## config.mk

```make
export PLATFORM = sky130hd
export DESIGN_NAME = gsrp_ram
export DESIGN_NICKNAME = d
export VERILOG_FILES = /design/src/rtl/core/gsrp_ram.sv
export SDC_FILE = /design/constraint.sdc
export NUM_CORES = 1
export LEC_CHECK = 0
export BUFFER_PORTS_ARGS = -buffer_cell sky130_fd_sc_hd__buf_2
export CORE_AREA = 4 4 120 122
export DETAILED_ROUTE_END_ITERATION = 10
export DIE_AREA = 0 0 124 126
export SETUP_SLACK_MARGIN = 0.2
export SYNTH_ARGS = -nofsm -noshare
export SYNTH_HDL_FRONTEND = slang
export SYNTH_SLANG_ARGS = --single-unit
```

## constraint.sdc

```tcl
create_clock -name clk -period 2.15 [get_ports clk]
set_input_delay 0.215 -clock clk [delete_from_list [all_inputs] [get_ports clk]]
set_output_delay 0.215 -clock clk [all_outputs]
set_load 0.01 [all_outputs]
```

## src/rtl/core/gsrp_ram.sv

```systemverilog
// ----------------------------------------------------------------------------
// gsrp_ram
// Generic single-write, single-read RAM with registered read data.
// ----------------------------------------------------------------------------
module gsrp_ram #(
	parameter int WIDTH = 8,
	parameter int DEPTH = 16
) (
	input  logic                     clk,
	input  logic                     we,
	input  logic [$clog2(DEPTH)-1:0] waddr,
	input  logic [WIDTH-1:0]         wdata,
	input  logic                     re,
	input  logic [$clog2(DEPTH)-1:0] raddr,
	output logic [WIDTH-1:0]         rdata
);

	logic [WIDTH-1:0] mem [DEPTH];

	always_ff @(posedge clk) begin
		if (we) begin
			mem[waddr] <= wdata;
		end
		if (re) begin
			rdata <= mem[raddr];
		end
	end

endmodule

```

==> results.json <==
{
  "use_met3_pct": 4.350,
  "cap_violations": 0,
  "busiest_layer": "met2",
  "cts_sinks": 136,
  "dpl_cell_area_mm2": 0.005682,
  "cts_max_level": 4,
  "synth.distinct_cells": 18,
  "pwr-share-comb_pct": 4.5,
  "synth_most_common_cell": "edfxtp_1",
  "drc": 0,
  "drv_slew": 0,
  "grt_max_degree": 33,
  "arrival_ns": 1.69,
  "power_density_mw_per_mm2": 992.4,
  "clock-root-buffer": "clkbuf_16",
  "postCtsSetupBuffers": 0,
  "synth_edf_count": 136,
  "p_seq_share_pct": 48.1,
  "layout-drive-gt1-share_pct": 32.44,
  "cts_tree": "built",
  "ctsHoldBuffers": 0,
  "hp-class": "in2reg",
  "antenna_left": 0,
  "ys_seq_area_share_pct": 78.12,
  "grt_use_met1_pct": 19.77,
  "cts_resized": 0,
  "fin_nets": 305,
  "min_period_ns": 1.544,
  "area_delta_synth_final_pct": 20.37,
  "viasPerCell": 5.198,
  "synthFlopType": "edfxtp_1",
  "ys_ff_latch": 136,
  "wl_per_cell_um": 21.72,
  "hold_viol": 0,
  "fin_worst_skew_ns": 0.005779,
  "gp_congestion": 0.7277,
  "io_buffers": 26,
  "finalCritPeriodShare_pct": 71.81,
  "drtIter0Drc": 218,
  "dieArea_mm2": 0.01562,
  "antenna_found_initial": 0,
  "setup_violations": 0,
  "swShare_pct": 19.40,
  "wl_mm": 10.32,
  "dp_hpwl_mm": 6.534,
  "irDropWorstVdd_v": 0.0005189,
  "firstDrtPassIters": 4,
  "syn_inst": 229,
  "max_clock_freq_mhz": 647.7,
  "grt_overflow_total": 0,
  "core_area_mm2": 0.01319,
  "synth_top_area_share_pct": 78.12,
  "worst_slew_pin_slew_ns": 0.4949,
  "rsz0062_at_grt": "false",
  "path_class": "reg2reg",
  "start_util_pct": 39.63,
  "crit_fanout": 1,
  "syn_nets": 248,
  "power.internal_w": 0.005033,
  "synth.area.top_cells": "edfxtp_1 (78%), mux4_2 (7.8%), mux4_1 (7.0%), a22oi_1 (2.3%), nor2_1 (0.93%)",
  "ys_warn_count": 0,
  "synth_common_cells": "edfxtp_1 (136), mux4_2 (18), a22oi_1 (16)",
  "async_flop_share_pct": 0,
  "switchingPower_w": 0.001211,
  "status": "completed",
  "die_w_um": 124,
  "placementRows": 42,
  "clockPowerShare_pct": 47.4,
  "finalSetupTns_ns": 0,
  "cp_data_required_time_ns": 2.30,
  "first_global_vias": 2529,
  "gr-usage-all-layers_pct": 14.34,
  "cts_buffers": 17,
  "dp_slack_ns": 0.2403,
  "startpoint_type": "flip-flop",
  "die_height_um": 126,
  "grt_pass1_wl_mm": 15.81,
  "worst_slack_ns": 0.6060,
  "syn-cell-area_mm2": 0.005228,
  "end_kind": "flip-flop",
  "io_pins": 27,
  "final_area_mm2": 0.006292,
  "antennaDiodeCount": 0,
  "synth_largest_area_cell": "edfxtp_1",
  "leakage_nw": 2.132,
  "worstSkewPairLatency_ns": 0.41,
  "maxSlewHeadroom_pct": 66.88,
  "avgSynthCellArea_um2": 22.83,
  "clk_pin_slew_ns": 0.06,
  "via_count": 2469,
  "clockBufferDepth": 2,
  "grt_util_met2_pct": 21.83
}
[sequential cells by signal, summed over array words and instances (netlist names)]
register,flops
rdata,8
mem,128
[critical path: stages (launching register included)]
cell      delay [ns]
edfxtp_1        0.35
mux4_1          0.53
a22oi_1         0.32
nand2_1         0.10
[worst paths after layout]
path | slack (ns) | startpoint | endpoint | depth (start not counted)
worst min-delay path | 0.19 | wdata[0] | mem[6][0]$_DFFE_PP_ | 1
worst max-delay path | 0.61 | mem[1][3]$_DFFE_PP_ | rdata[3]$_DFFE_PP_ | 3
worst min register to register | 0.74 | mem[12][5]$_DFFE_PP_ | rdata[5]$_DFFE_PP_ | 3
worst max register to register | 0.61 | mem[1][3]$_DFFE_PP_ | rdata[3]$_DFFE_PP_ | 3
[power by group through the flow]
stage / Sequential (W) / Clock, W / Combinational [W]
4_1_cts: 0.00300 / 0.00301 / 0.000286
2_1_floorplan: 0.00306 / 0 / 0.000151
5_1_grt: 0.00301 / 0.00314 / 0.000305
6_report: 0.00300 / 0.00296 / 0.000279
3_5_place_dp: 0.00306 / 0 / 0.000285
3_3_place_gp: 0.00306 / 0 / 0.000278
[cell type report]
| class | instances | area (um2) |
|---|---|---|
| repair buffers | 48 | 320.3 |
| flip-flops and latches | 136 | 4084 |
| clock buffers | 18 | 429.2 |
| multi-input cells | 83 | 1057 |
| clock inverters | 14 | 181.4 |
| well taps | 176 | 220.2 |
| fillers | 1088 | 6898 |
[layout by cell type, fill, tap and decap left out]
cell / count
mux4_2: 18
nand3_1: 1
or3b_2: 1
clkinv_2: 5
buf_4: 20
nor3_1: 4
clkbuf_16: 17
a22oi_1: 16
buf_12: 2
clkinvlp_4: 2
edfxtp_1: 136
mux4_1: 14
clkinv_1: 1
clkinv_4: 2
nand2b_1: 2
and2b_1: 1
nand2_1: 9
nor2b_1: 1
nand3b_1: 2
buf_2: 26
bufinv_16: 4
nor2_1: 13
clkbuf_1: 1
and2_1: 1
[cell families (layout without fill, tap and decap cells)]
| logic type | after synthesis | after routing | share of synthesized area (%) |
|---|---|---|---|
| flip-flops | 136 | 136 | 78.12 |
| multiplexers | 32 | 32 | 14.79 |
| buffers and inverters | 10 | 80 | 1.651 |
| AO/OA/AOI/OAI | 16 | 16 | 2.298 |
| AND/OR/NAND/NOR | 35 | 35 | 3.136 |
[metrics by stage]
step	power, W	std cells	util, %	hold WS (ns)
4_1_cts	0.006300	475	47.70	0.1835
6_report	0.006244	475	47.70	0.1942
2_1_floorplan	0.003211	229	-	0.3139
5_1_grt	0.006452	475	47.70	0.1923
3_5_place_dp	0.003344	443	43.08	0.6189
3_3_place_gp	0.003334	443	43.08	0.6023
[per-layer routing]
layer  wire (um)  vias to the layer above  share of wire (%)
met5           0                        -                  0
met4         125                        0                1.2
met3         436                       11                4.2
met2        5120                       67                 50
met1        4636                     1299                 45
li1            -                     1092                  -
No activity file was read; power rests on OpenSTA's default activity.
