==> config.mk <==
export PLATFORM = sky130hd
export DESIGN_NAME = gsrp_arena
export DESIGN_NICKNAME = d
export VERILOG_FILES = /design/src/rtl/core/gsrp_pkg.sv /design/src/rtl/core/gsrp_arena.sv
export SDC_FILE = /design/constraint.sdc
export NUM_CORES = 1
export LEC_CHECK = 0
export ABC_AREA = 1
export BUFFER_PORTS_ARGS = -buffer_cell sky130_fd_sc_hd__buf_2
export CAP_MARGIN = 0
export CORE_MARGIN = 2
export CORE_UTILIZATION = 56
export DETAILED_ROUTE_END_ITERATION = 16
export PLACE_DENSITY = 0.82
export SYNTH_ARGS = -nofsm -noshare
export SYNTH_HDL_FRONTEND = slang
export SYNTH_SLANG_ARGS = --single-unit
==> constraint.sdc <==
create_clock -name clk -period 4.85 [get_ports clk]
set_clock_uncertainty 0.15 [all_clocks]
set_input_delay 0 -clock clk [delete_from_list [all_inputs] [get_ports clk]]
set_output_delay 0 -clock clk [all_outputs]
set_load 0.01 [all_outputs]
==> src/rtl/core/gsrp_pkg.sv <==
// ----------------------------------------------------------------------------
// gsrp_pkg
// Shared constants, codes and types of the generational slot record pool.
// ----------------------------------------------------------------------------
package gsrp_pkg;

	localparam int SLOTS            = 32;
	localparam int RECORDS_PER_SLOT = 16;

	localparam int SLOT_W     = (SLOTS > 1) ? $clog2(SLOTS) : 1;
	localparam int REC_W      = (RECORDS_PER_SLOT > 1) ? $clog2(RECORDS_PER_SLOT) : 1;
	localparam int FILL_W     = $clog2(RECORDS_PER_SLOT + 1);
	localparam int REC_ADDR_W = SLOT_W + REC_W;
	localparam int REC_DEPTH  = 1 << REC_ADDR_W;

	localparam int IN_DATA_W  = 80;
	localparam int IN_USER_W  = 6;
	localparam int OUT_DATA_W = 112;
	localparam int OUT_USER_W = 4;

	localparam logic [15:0] NULL_SLOT       = 16'hFFFF;
	localparam logic [15:0] GEN_RESET       = 16'd1;
	localparam logic [15:0] GEN_MAX         = 16'hFFFF;
	localparam logic [15:0] ARENA_LIMIT_RST = 16'hFFFF;
	localparam logic [7:0]  USER_PROP_ID    = 8'd38;
	localparam logic [2:0]  KIND_USER       = 3'd6;

	typedef enum logic [2:0] {
		CMD_ACQUIRE = 3'd0,
		CMD_RELEASE = 3'd1,
		CMD_ADD     = 3'd2,
		CMD_COUNT   = 3'd3,
		CMD_READ    = 3'd4
	} cmd_t;

	typedef struct packed {
		logic [2:0]  cmd;
		logic [15:0] slot;
		logic [15:0] generation;
		logic [7:0]  prop_id;
		logic [2:0]  kind;
		logic [15:0] value_len;
		logic [15:0] key_len;
		logic [3:0]  rd_index;
	} item_t;

	typedef struct packed {
		logic        ok;
		logic [15:0] slot_out;
		logic [15:0] generation_out;
		logic [4:0]  count_out;
		logic [7:0]  rec_id;
		logic [2:0]  rec_kind;
		logic [15:0] rec_offset;
		logic [15:0] rec_length;
		logic [15:0] rec_key_base;
		logic [15:0] rec_key_size;
	} result_t;

	typedef struct packed {
		logic [7:0]  id;
		logic [2:0]  kind;
		logic [15:0] value_offset;
		logic [15:0] value_length;
		logic [15:0] key_base;
		logic [15:0] key_size;
	} rec_t;

	localparam int REC_BITS = $bits(rec_t);

	typedef struct packed {
		logic acquire;
		logic release_slot;
		logic append;
	} slot_upd_t;

	typedef struct packed {
		logic              free_any;
		logic [SLOT_W-1:0] free_idx;
		logic [SLOT_W-1:0] idx;
		logic              busy;
		logic [15:0]       generation;
		logic [FILL_W-1:0] fill;
	} slot_stat_t;

	typedef struct packed {
		logic        ok;
		logic [15:0] key_base;
		logic [15:0] value_offset;
	} arena_res_t;

endpackage

==> src/rtl/core/gsrp_arena.sv <==
// ----------------------------------------------------------------------------
// gsrp_arena
// Bump-pointer arena reservation of key then value, with limit register.
// ----------------------------------------------------------------------------
module gsrp_arena (
	input  logic                  clk,
	input  logic                  arst_n,
	input  logic                  cfg_we,
	input  logic [15:0]           cfg_wdata,
	input  logic                  commit,
	input  logic [2:0]            kind,
	input  logic [15:0]           key_len,
	input  logic [15:0]           value_len,
	output gsrp_pkg::arena_res_t  res
);

	logic [15:0] limit_q;
	logic [15:0] used_q;
	logic [16:0] sum_k;
	logic [16:0] sum_v;
	logic [15:0] base_v;
	logic        is_user;
	logic        kind_ok;
	logic        k_fit;
	logic        v_fit;
	logic        key_go;
	logic        val_go;

	assign is_user = (kind == gsrp_pkg::KIND_USER);
	assign kind_ok = (kind <= gsrp_pkg::KIND_USER);
	assign sum_k   = {1'b0, used_q} + {1'b0, key_len};
	assign k_fit   = (sum_k <= {1'b0, limit_q});
	assign base_v  = is_user ? sum_k[15:0] : used_q;
	assign sum_v   = {1'b0, base_v} + {1'b0, value_len};
	assign v_fit   = (sum_v <= {1'b0, limit_q});

	assign key_go = kind_ok && is_user && k_fit;
	assign val_go = kind_ok && (!is_user || k_fit) && v_fit;

	always_comb begin
		res.ok           = val_go;
		res.key_base     = used_q;
		res.value_offset = base_v;
	end

	always_ff @(posedge clk or negedge arst_n) begin
		if (!arst_n) begin
			limit_q <= gsrp_pkg::ARENA_LIMIT_RST;
			used_q  <= '0;
		end else begin
			if (cfg_we) begin
				limit_q <= cfg_wdata;
			end
			// key space stays taken when the value does not fit
			if (commit) begin
				if (val_go) begin
					used_q <= sum_v[15:0];
				end else if (key_go) begin
					used_q <= sum_k[15:0];
				end
			end
		end
	end

endmodule

==> results of run 1 <==
==> metal layers <==
layer | GRT overflow | global-route usage (%)
met2 | 37 | 94.60
met5 | 0 | 17.53
met1 | 0 | 74.15
met3 | 0 | 57.74
met4 | 16 | 78.37
==> cell families after synthesis <==
group | Yosys count | synth area share (%)
and+or+nand+nor | 259 | 28.28
buffers and inverters | 79 | 8.738
DFF | 32 | 20.54
xor gates and xnor gates | 25 | 5.481
muxes | 1 | 0.2818
AOI/OAI and AO/OA | 105 | 15.31
adders and majority gates | 67 | 21.36
==> repair_timing <==
item,CTS
gates resized for setup,57
setup endpoints to repair,17
hold buffers,29
hold endpoints to repair,34
pin swaps,28
setup buffers,24
==> through the flow <==
| step | hold WS (ns) | setup TNS [ns] | instances |
|---|---|---|---|
| 3_5_place_dp | -0.04695 | -9.912 | 816 |
| 2_1_floorplan | -0.4456 | 0 | 568 |
| 3_3_place_gp | -0.07525 | -7.336 | 816 |
| 4_1_cts | 0.003188 | 0 | 877 |
==> key figures, run 1 <==
Yosys
  – Synth Instances: approximately 570
  – Mean Syn Cell Area: between 7 and 8 sq um
  – Synth top area share: 20.36%
  – Syn_nets: 690
  – EDFF count, synth: 0
  – Synth cell types: 44
  – Asr flop ratio synth: 100.0%
  – Synth warnings: 0
  – Sequential area share after synthesis: 20.54%
  – Area leader, netlist: ha_1
  – Mapped Area: ~4000 sq um
  – Main area contributors after synthesis: ha_1 20%, nand2_1 17%, dfstp_2 11%
  – Synth cell count leaders: 178 x nand2_1, 65 x ha_1, 65 x inv_1
  – Count leader, synth: nand2_1
  – Post-synth top flop: dfstp_2
  – Seq cells post-synth: 32

STA
  – Worst endpoint type: register data pin
  – Last worst endpoint in the global-route repair_timing: used_q[15]$_DFFE_PN0P_/D

CTS
  – CTS Buf Count: 5
  – Clock Path Buffers: 2
  – Max H-tree Level: 2
  – Clock sinks: 32
  – Root buffer cell: clkbuf_8

Place
  – Pre-CTS setup slack: -0.6182 ns
  – GP Congestion: around 0.99
  – Final HPWL DP: 10.42 mm
  – PortBufs: 87
  – DP Area: 5067 sq um

Floorplanning
  – Rows: 30
  – # IOs: 88
  – Starting Density: about three fifths
  – Die Height: ~90 microns
  – Die Wd: around 90 microns

Global routing
  – Largest net degree at the start of global routing: 33
  – GRT Overall Usage: about 75%
  – Total grt overflow: 53

Run status
  – Status: aborted with a tool error
  – Exit stage: global routing (5_1_grt)
  – First Error: [ERROR GRT-0232] Routing congestion too high. Check the congestion heatmap in the GUI.
==> run 2, diff against run 1 <==
Settings changed: CORE_UTILIZATION 56 to 40, PLACE_DENSITY 0.82 to not set, PLACE_DENSITY_LB_ADDON set to 0.15.
==> run 2 against run 1 <==
The flow now finishes, with violations (setup timing). Synthesized cell count is the same. Area after synthesis is the same.
==> key figures, run 2 <==
Final layout
  – Filler cell count: approximately 750
  – Post-route cell area: ~7000 sq um
  – Area grow syn2layout: 75.32%
  – Final net count: between 900 and 1000
  – Most frequent cells in the layout: 150 x nand2_1, 150 x buf_4, 86 x buf_2
  – Layout cells sized above 1: approximately half
  – Non-filler cells in the finished layout: 974
  – Finished Core Util: between 70% and 80%
  – Antenna diode count: 0
  – Biggest regs: limit_q (16), used_q (16)

Min path
  – Hold path cells: 3
  – Min-delay src: cfg_we
  – Worst min path class: input pin to flip-flop
  – Worst Hold Path EP: limit_q[12]$_DFFE_PN1P_

Yosys
  – Main combinational cell family by area after synthesis: simple AND/OR/NAND/NOR gates
  – EDFF count, synth: 0
  – Count leader, synth: nand2_1
  – Mapped Area: between 3000 and 4000 sq um
  – Synth warnings: 0
  – Asr flop ratio synth: 100.0%
  – Syn_nets: 690
  – Synth cell count leaders: 178 x nand2_1, 65 x ha_1, 65 x inv_1
  – Seq cells post-synth: 32
  – Mean Syn Cell Area: 7.034 sq um
  – Sequential area share after synthesis: roughly 21%
  – Mux contribution to synthesized area: 0.2819%
  – Area leader, netlist: ha_1
  – Synth cell types: between 40 and 50
  – Synth Instances: about 570
  – Synth top area share: a little over 20%
  – Post-synthesis adder-cell area fraction: about a fifth
  – Main area contributors after synthesis: ha_1 20%, nand2_1 17%, dfstp_2 11%
  – Post-synth top flop: dfstp_2
  – Synth Area in XOR/XNOR: 5.481%
  – Fraction of the mapped netlist area in simple logic gates: roughly 28%
  – Post-synthesis compound-gate area fraction: approximately 15%

Place
  – Final HPWL DP: roughly 11 mm
  – GP Congestion: 0.8913
  – Placed cells: ~880
  – PortBufs: slightly below 90
  – DP Area: about 5300 sq um

CTS
  – Clock latency on the worst-skew pair: about 0.28 ns
  – Worst-path clk slew: ~0.070 ns
  – TritonCTS clock tree: yes
  – CTS Buf Count: 5
  – Root buffer cell: clkbuf_8
  – Max H-tree Level: 2
  – Clock Path Buffers: 2
  – Clock sinks: 32

Setup path
  – CP Max Fanout: 10
  – Setup Crit Path Kind: flip-flop to flip-flop
  – Crit Reg-Reg Endpoint: used_q[9]$_DFFE_PN0P_
  – Required @ worst endpoint: 4.87 ns
  – Crit end category: flip-flop
  – Worst r2r src: used_q[2]$_DFFE_PN0P_
  – Worst path arrival time: approximately 5.1 ns
  – Reg2Reg Depth: 27
  – Worst R2R Setup Slack: -0.19 ns
  – Critical Path Start Type: flip-flop

STA
  – Minimum clock period after layout: ~5.0 ns
  – Setup TNS Final: -2.624 ns
  – Max-slew violations: 0
  – Max Clk Rate: between 150 and 200 MHz
  – Slew headroom: between 40% and 50%
  – Final setup fails: 17
  – Final Hold Fails: 0
  – Tcrit/Tclk final: 103.9%
  – PnR worst setup slack: -0.1912 ns
  – Worst-Margin Slew: roughly 0.78 ns
  – RSZ-0062 raised after global routing: true

Global routing
  – Met2 usage: 46.99%
  – Met3 usage: roughly 3.5%
  – Total grt overflow: 0
  – Vias in the first global route: just under 5000
  – Initial antenna violation count: 0
  – GRT Overall Usage: about a quarter
  – Largest net degree at the start of global routing: 33
  – First-pass GRT wire length: between 20 and 25 mm
  – Most used routing layer: met2
  – Met1 usage: between 30% and 40%

Floorplanning
  – Starting Density: approximately 40%
  – CORE AREA: 9729 sq um
  – Die Height: between 100 and 150 microns
  – Die ar.: approximately 11000 sq um
  – Rows: 36
  – Die Wd: 103.9 microns
  – # IOs: between 80 and 90

Detailed routing
  – Drt first pass iters: 5
  – Via count: just over 5000
  – Drt wl/cell: approximately 17 microns
  – DRC viols: 0
  – Initial drt markers: approximately 270
  – DRT Wirelength: around 16 mm
  – Post-route ant nets: 0
  – Via-to-Cell Ratio: about 5.2

Run status
  – Status: complete, but fails checks
  – Failing checks: setup timing

Pwr
  – Cell Pwr Density: 878.3 nW/um^2
  – Leak: roughly 0.0036 uW
  – Worst VDD drop: roughly 480 uV
  – Tot Pwr: 6152 uW

Job
  – MaxCap Viol Count: 0
-- run 2: cell counts after synthesis --
No cell type changed its count.
-- run 2: report_power, final --
group	total (uW)	internal, uW	switching [uW]
sequential	432	359	73.1
combinational	5500	2700	2800
clock	220	116	104
-- run 2: worst max-delay path by stage --
stage / from / to / slack, ns / cells after the start
after floorplan: used_q[0]$_DFFE_PN0P_ / used_q[13]$_DFFE_PN0P_ / 0.07 / 33
after global placement: used_q[0]$_DFFE_PN0P_ / used_q[12]$_DFFE_PN0P_ / -0.55 / 26
after detailed placement: used_q[0]$_DFFE_PN0P_ / used_q[14]$_DFFE_PN0P_ / -0.60 / 27
after CTS: used_q[2]$_DFFE_PN0P_ / res[32] / 0.002 / 27
after global routing: used_q[3]$_DFFE_PN0P_ / used_q[15]$_DFFE_PN0P_ / -0.34 / 34
final: used_q[2]$_DFFE_PN0P_ / used_q[9]$_DFFE_PN0P_ / -0.19 / 27
-- run 2: kinds of logic after synthesis --
kind of cell / count (synthesis)
compound gates: 105
fa+ha+maj: 67
simple gates: 259
buf+inv: 79
flops: 32
mux: 1
xor+xnor: 25
-- run 2: routing by layer --
metal / up-vias / share of wire, %
met3: 78 / 4.8
met2: 219 / 50
met1: 2373 / 40
li1: 2429 / -
met5: - / 0
met4: 0 / 5.6
-- run 2: cell type report --
type                            instances  area (sq um)  area share, %
Clock buffer                            8         90.09          1.286
Inverter                               68         270.3          3.859
Multi-Input combinational cell        457          3665          52.32
Sequential cell                        32         822.0          11.74
Tap cell                              133         166.4          2.376
Timing Repair Buffer                  276          1991          28.42
-- run 2: stage by stage --
stage	setup WS [ns]	hold slack [ns]
after detailed placement	-0.5976	-0.03255
final	-0.1912	0.005382
after floorplan	0.06785	-0.4456
after global placement	-0.5476	-0.04558
after CTS	0.001668	0.0002520
after global routing	-0.3356	0.04686
-- run 2: what timing repair did --
item | CTS | global route
setup endpoints to repair | 17 | 17
hold buffers | 27 | 0
pin swaps | 46 | 72
hold endpoints to repair | 33 | 0
buffers inserted | 44 | 18
gates resized for setup | 72 | 105
-- run 2: critical path: stages, from the launching register on --
cell,delay [ns]
dfrtp_1,0.42
ha_4,0.27
a21oi_4,0.17
nand2_2,0.08
nand2_2,0.06
o211ai_1,0.15
a31oi_2,0.24
xor2_1,0.25
inv_1,0.13
o21ai_1,0.23
buf_4,0.19
ha_4,0.22
a21oi_4,0.19
o21ai_1,0.12
a221oi_2,0.29
nand2_2,0.13
xor2_4,0.21
ha_4,0.23
a21o_1,0.16
a21oi_2,0.16
nand2_1,0.08
nand2_1,0.08
nand2_2,0.10
o21ai_4,0.18
nand2_4,0.11
buf_6,0.17
nand2_1,0.08
nand2_1,0.06
Power figures use the tool's default switching activity.
